--- config.mk ---
export PLATFORM = sky130hd
export DESIGN_NAME = teleinfo_group_decoder_unit
export DESIGN_NICKNAME = d
export VERILOG_FILES = /design/src/hw/rtl/tgd_pkg.sv /design/src/hw/rtl/tgd_fifo.sv /design/src/hw/rtl/tgd_front.sv /design/src/hw/rtl/tgd_back.sv /design/src/hw/rtl/teleinfo_group_decoder_unit.sv
export SDC_FILE = /design/constraint.sdc
export NUM_CORES = 1
export LEC_CHECK = 0
export CORE_MARGIN = 8
export CORE_UTILIZATION = 25
export CTS_CLUSTER_DIAMETER = 80
export CTS_CLUSTER_SIZE = 25
export DETAILED_ROUTE_END_ITERATION = 12
export DONT_BUFFER_PORTS = 1
export GPL_TIMING_DRIVEN = 0
export HOLD_SLACK_MARGIN = 0.06
export RECOVER_POWER = 50
export SLEW_MARGIN = 25
export SYNTH_ARGS = -nofsm -noshare
export SYNTH_HDL_FRONTEND = slang
export SYNTH_SLANG_ARGS = --single-unit
--- constraint.sdc ---
create_clock -name clk -period 15.1 [get_ports clk]
set_clock_uncertainty 0.05 [all_clocks]
set_input_delay 1.51 -clock clk [delete_from_list [all_inputs] [get_ports clk]]
set_output_delay 1.51 -clock clk [all_outputs]
set_load 0.005 [all_outputs]
--- src/hw/rtl/tgd_pkg.sv ---
// shared types, codes and name tables of the teleinfo group decoder
`timescale 1ns / 1ps

package tgd_pkg;

	localparam int CHAR_W    = 7;
	localparam int COUNT_W   = 6;
	localparam int VALUE_W   = 32;
	localparam int OPQ_DEPTH = 4;
	localparam int RESQ_DEPTH = 2;

	localparam logic [CHAR_W-1:0] CH_LF    = 7'h0a;
	localparam logic [CHAR_W-1:0] CH_CR    = 7'h0d;
	localparam logic [CHAR_W-1:0] CH_SPACE = 7'h20;
	localparam logic [CHAR_W-1:0] CH_TAB   = 7'h09;
	localparam logic [CHAR_W-1:0] CH_NUL   = 7'h00;
	localparam logic [CHAR_W-1:0] CH_MINUS = 7'h2d;
	localparam logic [CHAR_W-1:0] CH_PLUS  = 7'h2b;
	localparam logic [CHAR_W-1:0] CH_ZERO  = 7'h30;
	localparam logic [CHAR_W-1:0] CH_NINE  = 7'h39;
	localparam logic [7:0]        CHK_BIAS = 8'h20;
	localparam logic [5:0]        SUM_MASK = 6'h3f;
	localparam logic [COUNT_W-1:0] MIN_COUNT = 6'd9;

	localparam logic [1:0] ST_ACCEPTED = 2'd0;
	localparam logic [1:0] ST_UNKNOWN  = 2'd1;
	localparam logic [1:0] ST_CHECKSUM = 2'd2;
	localparam logic [1:0] ST_SHORT    = 2'd3;

	localparam logic [1:0] KIND_BASE  = 2'd0;
	localparam logic [1:0] KIND_IINST = 2'd1;
	localparam logic [1:0] KIND_PAPP  = 2'd2;

	typedef enum logic [1:0] {
		OP_START   = 2'd0,
		OP_CONSUME = 2'd1,
		OP_FINISH  = 2'd2
	} op_code_t;

	typedef struct packed {
		op_code_t          code;
		logic [CHAR_W-1:0] data;
		logic              short_grp;
	} op_t;

	typedef struct packed {
		logic [1:0]         status;
		logic [1:0]         kind;
		logic [VALUE_W-1:0] value;
		logic               changed;
	} result_t;

	function automatic logic [2:0] name_len(input logic [1:0] k);
		case (k)
			2'd0: name_len = 3'd4;
			2'd1: name_len = 3'd5;
			2'd2: name_len = 3'd4;
			default: name_len = 3'd0;
		endcase
	endfunction

	function automatic logic [CHAR_W-1:0] name_chr(input logic [1:0] k, input logic [2:0] pos);
		logic [CHAR_W-1:0] c;
		c = CH_NUL;
		case (k)
			2'd0: begin
				case (pos)
					3'd0: c = 7'h42;
					3'd1: c = 7'h41;
					3'd2: c = 7'h53;
					3'd3: c = 7'h45;
					default: c = CH_NUL;
				endcase
			end
			2'd1: begin
				case (pos)
					3'd0: c = 7'h49;
					3'd1: c = 7'h49;
					3'd2: c = 7'h4e;
					3'd3: c = 7'h53;
					3'd4: c = 7'h54;
					default: c = CH_NUL;
				endcase
			end
			2'd2: begin
				case (pos)
					3'd0: c = 7'h50;
					3'd1: c = 7'h41;
					3'd2: c = 7'h50;
					3'd3: c = 7'h50;
					default: c = CH_NUL;
				endcase
			end
			default: c = CH_NUL;
		endcase
		return c;
	endfunction

endpackage

--- src/hw/rtl/tgd_fifo.sv ---
// small register queue with show-ahead read
`timescale 1ns / 1ps

module tgd_fifo #(
	parameter int WIDTH = 8,
	parameter int DEPTH = 2
) (
	input  logic             clk,
	input  logic             arst_n,
	input  logic             wr_en,
	input  logic [WIDTH-1:0] wr_data,
	output logic             full,
	input  logic             rd_en,
	output logic [WIDTH-1:0] rd_data,
	output logic             empty
);

	localparam int PTR_W = (DEPTH > 1) ? $clog2(DEPTH) : 1;
	localparam int CNT_W = $clog2(DEPTH + 1);

	logic [WIDTH-1:0] mem_q [DEPTH];
	logic [PTR_W-1:0] wr_ptr_q;
	logic [PTR_W-1:0] rd_ptr_q;
	logic [CNT_W-1:0] count_q;

	assign full    = (count_q == CNT_W'(DEPTH));
	assign empty   = (count_q == '0);
	assign rd_data = mem_q[rd_ptr_q];

	always_ff @(posedge clk) begin
		if (wr_en) begin
			mem_q[wr_ptr_q] <= wr_data;
		end
	end

	always_ff @(posedge clk or negedge arst_n) begin
		if (!arst_n) begin
			wr_ptr_q <= '0;
			rd_ptr_q <= '0;
			count_q  <= '0;
		end else begin
			if (wr_en) begin
				wr_ptr_q <= (wr_ptr_q == PTR_W'(DEPTH - 1)) ? '0 : wr_ptr_q + 1'b1;
			end
			if (rd_en) begin
				rd_ptr_q <= (rd_ptr_q == PTR_W'(DEPTH - 1)) ? '0 : rd_ptr_q + 1'b1;
			end
			case ({wr_en, rd_en})
				2'b10: count_q <= count_q + 1'b1;
				2'b01: count_q <= count_q - 1'b1;
				default: count_q <= count_q;
			endcase
		end
	end

endmodule

--- src/hw/rtl/tgd_front.sv ---
// byte framing front end: group detection, count and two-byte delay line
`timescale 1ns / 1ps

module tgd_front
	import tgd_pkg::*;
#(
	parameter int BUF_SIZE = 21
) (
	input  logic       clk,
	input  logic       arst_n,
	input  logic       in_take,
	input  logic [7:0] rx_byte,
	output logic       op_valid,
	output op_t        op
);

	logic                receiving_q;
	logic [COUNT_W-1:0]  count_q;
	logic [CHAR_W-1:0]   dly0_q;
	logic [CHAR_W-1:0]   dly1_q;
	logic [CHAR_W-1:0]   c;
	logic [COUNT_W-1:0]  count_inc;

	assign c         = rx_byte[CHAR_W-1:0];
	assign count_inc = count_q + 1'b1;

	always_comb begin
		op_valid     = 1'b0;
		op.code      = OP_CONSUME;
		op.data      = dly0_q;
		op.short_grp = 1'b0;
		if (in_take) begin
			if (!receiving_q) begin
				if (c == CH_LF) begin
					op_valid = 1'b1;
					op.code  = OP_START;
				end
			end else if (c == CH_CR) begin
				op_valid     = 1'b1;
				op.code      = OP_FINISH;
				op.data      = dly1_q;
				op.short_grp = (count_q < MIN_COUNT);
			end else begin
				op_valid = (count_q >= COUNT_W'(2));
			end
		end
	end

	always_ff @(posedge clk or negedge arst_n) begin
		if (!arst_n) begin
			receiving_q <= 1'b0;
			count_q     <= '0;
			dly0_q      <= '0;
			dly1_q      <= '0;
		end else if (in_take) begin
			if (!receiving_q) begin
				if (c == CH_LF) begin
					receiving_q <= 1'b1;
					count_q     <= '0;
					dly0_q      <= '0;
					dly1_q      <= '0;
				end
			end else if (c == CH_CR) begin
				receiving_q <= 1'b0;
			end else begin
				dly0_q  <= dly1_q;
				dly1_q  <= c;
				count_q <= count_inc;
				if (count_inc >= COUNT_W'(BUF_SIZE - 1)) begin
					receiving_q <= 1'b0;
				end
			end
		end
	end

endmodule

--- src/hw/rtl/tgd_back.sv ---
// back end: checksum, tokenizer, label match, value parse and stored values
`timescale 1ns / 1ps

module tgd_back
	import tgd_pkg::*;
(
	input  logic    clk,
	input  logic    arst_n,
	input  logic    op_avail,
	input  op_t     op,
	output logic    op_take,
	input  logic    res_full,
	output logic    res_push,
	output result_t res
);

	typedef enum logic [3:0] {
		PH_PRE_LABEL = 4'b0001,
		PH_LABEL     = 4'b0010,
		PH_PRE_VALUE = 4'b0100,
		PH_VALUE     = 4'b1000
	} phase_t;

	phase_t              phase_q, phase_n;
	logic [5:0]          sum_q, sum_n;
	logic [2:0]          alive_q, alive_n;
	logic [2:0]          pos_q, pos_n;
	logic [VALUE_W-1:0]  acc_q, acc_n;
	logic                neg_q, neg_n;
	logic                done_q, done_n;
	logic                ended_q, ended_n;
	logic [31:0]         stored_index_q;
	logic [7:0]          stored_current_q;
	logic [15:0]         stored_power_q;

	logic [CHAR_W-1:0]   c;
	logic                is_sep;
	logic                is_digit;
	logic [2:0]          alive_match;
	logic [2:0]          alive_len;
	logic [2:0]          alive_fin;
	logic [VALUE_W-1:0]  acc_step;
	logic [VALUE_W-1:0]  v;
	logic                chk_ok;

	assign c        = op.data;
	assign is_sep   = (c == CH_SPACE) || (c == CH_TAB);
	assign is_digit = (c >= CH_ZERO) && (c <= CH_NINE);
	assign acc_step = (acc_q << 3) + (acc_q << 1) + VALUE_W'(c - CH_ZERO);
	assign op_take  = op_avail && ((op.code != OP_FINISH) || !res_full);
	assign res_push = op_take && (op.code == OP_FINISH);
	assign v        = neg_q ? (VALUE_W'(0) - acc_q) : acc_q;
	assign chk_ok   = ((8'(sum_q) + CHK_BIAS) == 8'(op.data));

	always_comb begin
		for (int k = 0; k < 3; k++) begin
			alive_match[k] = alive_q[k] && (pos_q < name_len(2'(k)))
				&& (name_chr(2'(k), pos_q) == c);
			alive_len[k]   = alive_q[k] && (name_len(2'(k)) == pos_q);
		end
	end

	always_comb begin
		case (phase_q)
			PH_PRE_LABEL: alive_fin = 3'b000;
			PH_LABEL:     alive_fin = alive_len;
			default:      alive_fin = alive_q;
		endcase
	end

	// per-op state update
	always_comb begin
		phase_n = phase_q;
		sum_n   = sum_q;
		alive_n = alive_q;
		pos_n   = pos_q;
		acc_n   = acc_q;
		neg_n   = neg_q;
		done_n  = done_q;
		ended_n = ended_q;
		case (op.code)
			OP_START: begin
				phase_n = PH_PRE_LABEL;
				sum_n   = '0;
				alive_n = 3'b111;
				pos_n   = '0;
				acc_n   = '0;
				neg_n   = 1'b0;
				done_n  = 1'b0;
				ended_n = 1'b0;
			end
			OP_CONSUME: begin
				sum_n = (sum_q + c[5:0]) & SUM_MASK;
				if (!ended_q) begin
					if (c == CH_NUL) begin
						ended_n = 1'b1;
					end else begin
						case (phase_q)
							PH_PRE_LABEL: begin
								if (!is_sep) begin
									phase_n = PH_LABEL;
									alive_n = alive_match;
									pos_n   = (pos_q < 3'd7) ? pos_q + 1'b1 : pos_q;
								end
							end
							PH_LABEL: begin
								if (is_sep) begin
									alive_n = alive_len;
									phase_n = PH_PRE_VALUE;
								end else begin
									alive_n = alive_match;
									pos_n   = (pos_q < 3'd7) ? pos_q + 1'b1 : pos_q;
								end
							end
							PH_PRE_VALUE: begin
								if (!is_sep) begin
									phase_n = PH_VALUE;
									if (c == CH_MINUS) begin
										neg_n = 1'b1;
									end else if (c != CH_PLUS) begin
										if (is_digit) begin
											acc_n = acc_step;
										end else begin
											done_n = 1'b1;
										end
									end
								end
							end
							default: begin
								if (is_sep || done_q || !is_digit) begin
									done_n = 1'b1;
								end else begin
									acc_n = acc_step;
								end
							end
						endcase
					end
				end
			end
			default: begin
			end
		endcase
	end

	always_comb begin
		res.status  = ST_ACCEPTED;
		res.kind    = KIND_BASE;
		res.value   = '0;
		res.changed = 1'b0;
		if (op.short_grp) begin
			res.status = ST_SHORT;
		end else if (!chk_ok) begin
			res.status = ST_CHECKSUM;
		end else if (alive_fin[0]) begin
			res.kind    = KIND_BASE;
			res.value   = v;
			res.changed = (stored_index_q != v);
		end else if (alive_fin[1]) begin
			res.kind    = KIND_IINST;
			res.value   = VALUE_W'(v[7:0]);
			res.changed = (stored_current_q != v[7:0]);
		end else if (alive_fin[2]) begin
			res.kind    = KIND_PAPP;
			res.value   = VALUE_W'(v[15:0]);
			res.changed = (stored_power_q != v[15:0]);
		end else begin
			res.status = ST_UNKNOWN;
		end
	end

	always_ff @(posedge clk or negedge arst_n) begin
		if (!arst_n) begin
			phase_q          <= PH_PRE_LABEL;
			sum_q            <= '0;
			alive_q          <= 3'b111;
			pos_q            <= '0;
			acc_q            <= '0;
			neg_q            <= 1'b0;
			done_q           <= 1'b0;
			ended_q          <= 1'b0;
			stored_index_q   <= '0;
			stored_current_q <= '0;
			stored_power_q   <= '0;
		end else if (op_take) begin
			phase_q <= phase_n;
			sum_q   <= sum_n;
			alive_q <= alive_n;
			pos_q   <= pos_n;
			acc_q   <= acc_n;
			neg_q   <= neg_n;
			done_q  <= done_n;
			ended_q <= ended_n;
			if (res_push && (res.status == ST_ACCEPTED)) begin
				case (res.kind)
					KIND_BASE:  stored_index_q   <= v;
					KIND_IINST: stored_current_q <= v[7:0];
					KIND_PAPP:  stored_power_q   <= v[15:0];
					default: begin
					end
				endcase
			end
		end
	end

endmodule

--- src/hw/rtl/teleinfo_group_decoder_unit.sv ---
// top level of the teleinfo group decoder
//
// Input channel: rx_byte with push/full; a transfer happens when push is
// high and full is low. Bit 7 of each byte is ignored.
// Result channel: status, group_kind, value, changed with empty/pop; the
// oldest result is shown while empty is low and leaves on pop.
// One result is produced for each CR that closes a group; other bytes
// produce none.
// Throughput: one byte per cycle while full is low. The framing front
// end feeds a four-entry op queue; the decode back end retires one op
// a cycle unless a CR op waits on a full result queue. Each result
// passes the op queue and the back end into the two-entry result queue.
// When the receiver stops popping, the result queue fills, the back end
// holds its CR op, the op queue fills and full rises; bytes other than
// CR keep flowing until then.
// Reset clears framing, tokenizer state, queues and the stored values.
`timescale 1ns / 1ps

module teleinfo_group_decoder_unit
	import tgd_pkg::*;
#(
	parameter int BUF_SIZE = 21
) (
	input  logic        clk,
	input  logic        arst_n,
	input  logic        push,
	output logic        full,
	input  logic [7:0]  rx_byte,
	output logic        empty,
	input  logic        pop,
	output logic [1:0]  status,
	output logic [1:0]  group_kind,
	output logic [31:0] value,
	output logic        changed
);

	logic    in_take;
	logic    fop_valid;
	op_t     fop;
	op_t     qop;
	logic    qop_empty;
	logic    qop_take;
	logic    res_full;
	logic    res_push;
	result_t res_in;
	result_t res_out;

	assign in_take = push && !full;

	tgd_front #(
		.BUF_SIZE(BUF_SIZE)
	) u_front (
		.clk      (clk),
		.arst_n   (arst_n),
		.in_take  (in_take),
		.rx_byte  (rx_byte),
		.op_valid (fop_valid),
		.op       (fop)
	);

	tgd_fifo #(
		.WIDTH($bits(op_t)),
		.DEPTH(OPQ_DEPTH)
	) u_opq (
		.clk     (clk),
		.arst_n  (arst_n),
		.wr_en   (fop_valid),
		.wr_data (fop),
		.full    (full),
		.rd_en   (qop_take),
		.rd_data (qop),
		.empty   (qop_empty)
	);

	tgd_back u_back (
		.clk      (clk),
		.arst_n   (arst_n),
		.op_avail (!qop_empty),
		.op       (qop),
		.op_take  (qop_take),
		.res_full (res_full),
		.res_push (res_push),
		.res      (res_in)
	);

	tgd_fifo #(
		.WIDTH($bits(result_t)),
		.DEPTH(RESQ_DEPTH)
	) u_resq (
		.clk     (clk),
		.arst_n  (arst_n),
		.wr_en   (res_push),
		.wr_data (res_in),
		.full    (res_full),
		.rd_en   (pop && !empty),
		.rd_data (res_out),
		.empty   (empty)
	);

	assign status     = res_out.status;
	assign group_kind = res_out.kind;
	assign value      = res_out.value;
	assign changed    = res_out.changed;

endmodule

Word level (Yosys, flattened, before mapping)

Memories as Yosys holds them, arrays and structs flattened.
Cells that the tools add are included.

Register bits: 139
Memory bits (writable): 114
Input bits: 12
Word-level logic and storage cells: 243
Memories: 2

$add $sub $neg: 16
$lt $le $gt $ge: 8
Eq/ne operators: 55
Multiplexer cells: 92
Reduce and logical (&&, ||, !) cells: 49

Memories:

| name         | depth | bits a word | read ports | clocked after Yosys merged registers in | write ports | RTL line       | text |
|---|---|---|---|---|---|---|---|
| u_resq.mem_q | 2     | 37          | 1          | 0                                       | 1           | tgd_fifo.sv:21 | `logic [WIDTH-1:0] mem_q [DEPTH];` |
| u_opq.mem_q  | 4     | 10          | 1          | 0                                       | 1           | tgd_fifo.sv:21 |  |

Operators with widths:

| kind                                                                | count |
|---|---|
| 32-bit two-way mux                                                  | 8 |
| 35-bit two-way mux                                                  | 5 |
| 32-bit case mux with 2 select lines                                 | 2 |
| 32-bit adder                                                        | 2 |
| 7-bit case mux with 4 select lines                                  | 2 |
| 7-bit two-way mux                                                   | 5 |
| 32-bit != test                                                      | 1 |
| 1-bit by 32-bit subtractor with 32-bit output, first input constant | 1 |
| 3-bit case mux with 2 select lines                                  | 5 |
| 1-bit two-way mux                                                   | 29 |
| 3-bit two-way mux                                                   | 9 |
| 7-bit by 4-bit == test with 1-bit output, second input constant     | 3 |
| 7-bit == test                                                       | 3 |
| 10-bit two-way mux                                                  | 2 |
| 4-bit two-way mux                                                   | 5 |
| 10-bit AND reduction                                                | 2 |
| 6-bit two-way mux                                                   | 3 |
| 16-bit != test                                                      | 1 |
| 1-bit logical AND                                                   | 15 |
| 3-bit != test, second input constant                                | 5 |
| 2-bit == test, second input constant                                | 7 |
| 7-bit by 6-bit == test with 1-bit output, second input constant     | 2 |
| 2-bit two-way mux                                                   | 7 |
| 2-bit != test, second input constant                                | 7 |
| other kinds (50)                                                    | 89 |

Depth between registers and ports, before layout

Depth in word-level cells: 11
Mapped depth: 18

By module

Synthesis repeated with hierarchy kept, for this count alone.

Cell total of the unflattened synthesis: 1474
Area total of the unflattened synthesis: 15486.1 µm²

Modules (own cells, without submodules):

| module                      | times used | cells an instance | area each (µm²) | seq. area each (µm²) |
|---|---|---|---|---|
| tgd_back                    | 1          | 1113              | 9417.8          | 2682.6 |
| tgd_fifo (u_resq)           | 1          | 131               | 2936.6          | 2322.2 |
| tgd_fifo (u_opq)            | 1          | 90                | 1865.5          | 1376.3 |
| tgd_front                   | 1          | 137               | 1234.9          | 525.5 |
| teleinfo_group_decoder_unit | 1          | 3                 | 31.3            | 0.0 |

Worst setup path after synthesis

Ideal clock, no wire load.

Path type: reg-to-reg
Start: register u_opq.rd_ptr_q[0]
End: register u_back.acc_q[30]
Arrival: 4752 ps
Setup slack: 10177 ps
Cell stages (with the launch flop): 19
Path buffers: 4
Clock period less this slack: 4923 ps
Cells stage by stage: dfrtp_1 -> buf_4 -> mux4_2 -> clkbuf_1 -> a21oi_1 -> clkbuf_1 -> clkbuf_1 -> xnor2_1 -> ha_1 -> a21o_1 -> ha_1 -> a21oi_1 -> o21bai_1 -> nor3b_1 -> a2111oi_0 -> o211ai_1 -> a21oi_1 -> or4_1 -> a32o_1

Longest elaborated chain between the ends: 11
Elaborated cells between the ends (all ways): 39

RTL lines:

| item                                        | RTL line        | text |
|---|---|---|
| from (decl)                                 | tgd_fifo.sv:23  | `logic [PTR_W-1:0] rd_ptr_q;` |
| from (signal assigned)                      | tgd_fifo.sv:46  | `rd_ptr_q <= (rd_ptr_q == PTR_W'(DEPTH - 1)) ? '0 : rd_ptr_q + 1'b1;` |
| memory read 4 x 10 bit *                    | -               |  |
| 7-bit by 6-bit subtractor with 8-bit output | tgd_back.sv:49  | `assign acc_step = (acc_q << 3) + (acc_q << 1) + VALUE_W'(c - CH_ZERO);` |
| 32-bit adder                                | tgd_back.sv:49  |  |
| 32-bit two-way mux                          | tgd_back.sv:121 | `if (is_digit) begin` |
| 32-bit two-way mux                          | tgd_back.sv:120 | `end else if (c != CH_PLUS) begin` |
| 32-bit two-way mux                          | tgd_back.sv:118 | `if (c == CH_MINUS) begin` |
| 32-bit two-way mux                          | tgd_back.sv:116 | `if (!is_sep) begin` |
| 32-bit case mux with 2 select lines         | tgd_back.sv:98  | `case (phase_q)` |
| 32-bit two-way mux                          | tgd_back.sv:95  | `if (c == CH_NUL) begin` |
| 32-bit two-way mux                          | tgd_back.sv:94  | `if (!ended_q) begin` |
| 32-bit case mux with 2 select lines         | tgd_back.sv:81  | `case (op.code)` |
| to (signal assigned)                        | tgd_back.sv:189 | `acc_q <= acc_n;` |
| to (decl)                                   | tgd_back.sv:28  | `logic [VALUE_W-1:0] acc_q, acc_n;` |

Mark *: on every way between the ends. The rest lies on a longest branch, timed or not. The select of a mux whose other input is x is not followed.
A chain may end at the register's enable or synchronous reset.

Final worst setup path

Start: register u_opq.rd_ptr_q[1]
End: register u_back.acc_q[24]

The elaborated chain is that of the path after synthesis.

==> flow_metrics.py <==
metrics = {
    "detailed_routing": {
        "drt_iter0_drc": 939,
        "avgRoutedWirePerCell_um": 17.0,
        "drt-pass1-iter-count": 5,
        "ant_nets": 0,
        "dr_total_vias": 12000,
        "drc_errors": 0,
        "via_per_inst": 4.88,
        "totalWireLength_um": 41600,
    },
    "timing": {
        "maxSlewViolCount": 30,
        "worst_slack_ns": 8.67,
        "period_share_pct": 42.6,
        "min_period_ns": 6.43,
        "fin_tns_setup_ns": 0,
        "setup_viol": 0,
        "fmax_mhz": 156,
        "worst_pin_slew_ns": 1.66,
        "slew_headroom_pct": -11.0,
        "rsz0062_at_grt": "false",
        "hold_viol_final": 0,
    },
    "yosys": {
        "yosysTopAreaCellShare_pct": 21.6,
        "synth_edf_count": 114,
        "ys_warn_count": 0,
        "synth_flop_cell": "dfrtp_1",
        "synthDistinctLibCells": 87,
        "avgSynthCellArea_sq_um": 10.1,
        "seq_area_frac_synth_pct": 43.6,
        "syn-num-nets": 1667,
        "syn_area_sq_um": 15800,
        "syn_inst": 1567,
        "synth.area.top_cells": "edfxtp_1 22%, dfrtp_1 21%, ha_1 6.4%",
        "synth-seq-cells": 253,
        "async_flop_share_pct": 54.9,
        "synth_top_area_cell": "edfxtp_1",
    },
    "power": {
        "power.leakage_nw": 6.95,
        "max-vdd-ir-drop_v": 0.0000657,
        "p_switching_mw": 1.44,
        "switching_share_pct": 44.9,
        "pwr-share-comb_pct": 52.7,
        "power.density_nw_per_um2": 181,
        "p_int_mw": 1.77,
        "p_total_mw": 3.20,
        "clkPwrFrac_pct": 18.0,
        "p_seq_share_pct": 29.4,
    },
    "worst_setup_path": {
        "crit_type": "reg -> reg",
        "critPathCaptureType": "flip-flop",
        "arrival_ns": 6.80,
        "required_ns": 15.47,
        "start_kind": "flip-flop",
        "crit_fanout": 11,
    },
    "die": {
        "core_sq_um": 62900,
        "fp.dieH_um": 268,
        "start_util_pct": 25.2,
        "rows": 92,
        "num_io_pins": 51,
        "die-area_sq_um": 71600,
        "die_w_um": 268,
    },
    "cells_and_area": {
        "final_cells": 2451,
        "fin_nets": 1691,
        "drive_above_1_share_pct": 8.91,
        "final_common_cell": "nand2_1",
        "final_cell_mix": "163 x nand2_1, 135 x dfrtp_1, 122 x o21ai_0",
        "final_area_sq_um": 17700,
        "fillers": 6668,
        "area_growth_syn_to_layout_pct": 11.5,
        "num_antenna_cells": 0,
    },
    "clocking": {
        "cts.reportedPaths.clkPinSlew_ns": 0.10,
        "cts_resized": 0,
        "h-tree-depth": 1,
        "clock_sinks": 253,
        "clock_latency_ns": 0.55,
        "cts.path.max_buffers": 3,
        "cts_made_buffers": 20,
        "hold_buffers": 0,
        "cts_tree": "done",
        "cts_root_buf": "clkbuf_16",
        "cts_setup_buffers": 0,
    },
    "placed_design": {
        "routabilityCongestion": 0.921,
        "dpl-instance-area_sq_um": 16900,
        "portBuffers": 0,
        "preCtsSetupSlack_ns": 8.57,
        "placedCellCount": 2415,
        "post-dp-hpwl_um": 31100,
    },
    "run_status": {
        "outcome": "complete, but fails checks",
        "violations": "max-capacitance violations, max-slew violations",
    },
    "global_routing": {
        "grt_pass1_wl_um": 66800,
        "grt_max_degree": 140,
        "grt.total_usage_pct": 11.3,
        "antenna_found_initial": 1,
        "overflow": 0,
        "grt_pass1_vias": 12000,
    },
    "flow_run": {
        "max_cap_viol_count": 1,
    },
    "worst_hold_path": {
        "hold_class": "reg -> reg",
    },
}
==> critical path: stages (launching register included) <==
cell and delay [ns]:
dfrtp_1 0.39, clkbuf_1 0.47, mux4_2 0.41, clkbuf_1 0.32, a21oi_1 0.64, clkbuf_1 0.38
clkbuf_1 0.68, xnor2_1 0.14, ha_1 0.21, a21o_1 0.15, ha_1 0.30, o21a_1 0.18
nor2b_1 0.15, o211ai_1 0.15, a2111oi_0 0.78, nor2_1 0.30, a31oi_1 0.31, xor2_1 0.10
a22o_1 0.20
==> metal layers <==
metal / vias to the layer above / GRT usage, % / part of all wire (%)
met5: - / 0 / 0
met1: 5866 / 15.1 / 46
met3: 60 / 1.77 / 4.8
met2: 285 / 18.9 / 47
li1: 5748 / - / -
met4: 0 / 3.09 / 2.4
==> cell families after synthesis <==
group	after synthesis	share of synthesized area (%)
adder cells (fa/ha/maj)	88	7.29
AO/OA/AOI/OAI	387	16.6
XOR/XNOR	144	8.38
multiplexers	65	5.29
buffers and inverters	145	3.96
AND/OR/NAND/NOR	485	14.9
flip-flops	253	43.6
==> synth_stat cells, drive strengths merged (12+ instances only) <==
library cell and n:
ha 81, nor2b 26, nor3 22, o21ai 122, or4 12, buf 28
nand3 25, or3 12, clkbuf 65, edfxtp 114, a21oi 61, mux2 49
a21o 46, o31ai 27, xnor2 65, dfrtp 135, nand2b 13, nor2 119
nor4 22, and2 12, nand2 163, xor2 75, inv 52, nand4 14
o41ai 13
==> final cells by class <==
type                    instances  area, sq um  area share [%]
well taps                     846         1060            6.00
plain buffers                  93          432            2.45
multi-input cells            1169         8320            47.1
clock inverters                14          211            1.20
inverters                      52          195            1.11
flip-flops and latches        253         6910            39.1
clock buffers                  22          508            2.88
repair buffers                  2         23.8           0.135
==> power by group through the flow <==
| stage | sequential [mW] | clock [mW] | combinational, mW |
|---|---|---|---|
| 6_report | 0.940 | 0.576 | 1.69 |
| 3_5_place_dp | 0.953 | 0 | 1.68 |
| 4_1_cts | 0.939 | 0.595 | 1.69 |
| 2_1_floorplan | 0.933 | 0 | 1.24 |
| 3_3_place_gp | 0.953 | 0 | 1.63 |
| 5_1_grt | 0.959 | 0.617 | 1.86 |
==> registers in the layout, indices dropped and copies added, names as in the netlist, 4 cells and up <==
register                 cells
u_front.count_q              6
u_back.phase_q               4
u_back.stored_current_q      8
u_back.sum_q                 6
u_back.stored_power_q       16
u_back.stored_index_q       32
u_opq.mem_q                 40
u_front.dly1_q               7
u_front.dly0_q               7
u_resq.mem_q                74
u_back.acc_q                32
==> per-stage QoR <==
| stage | hold slack [ns] | utilization [%] |
|---|---|---|
| global route | 0.466 | 28.1 |
| CTS | 0.438 | 28.1 |
| floorplan | 0.396 | - |
| detailed placement | 0.416 | 27.0 |
| finish | 0.427 | 28.1 |
| global placement | 0.408 | 26.9 |
==> final timing paths <==
| path | from | to | slack [ns] | cells past startpoint |
|---|---|---|---|---|
| setup / recovery | u_opq.rd_ptr_q[1] | u_back.acc_q[24] | 8.67 | 18 |
| setup reg to reg | u_opq.rd_ptr_q[1] | u_back.acc_q[24] | 8.67 | 18 |
| hold / removal | u_front.dly0_q[5] | u_front.dly0_q[5] | 0.43 | 2 |
| min in group asynchronous | arst_n | u_back.stored_index_q[25] | 0.59 | 0 |
| max in group asynchronous | arst_n | u_back.alive_q[1] | 14.12 | 0 |
| hold reg to reg | u_front.dly0_q[5] | u_front.dly0_q[5] | 0.43 | 2 |
Power figures use the tool's default switching activity.
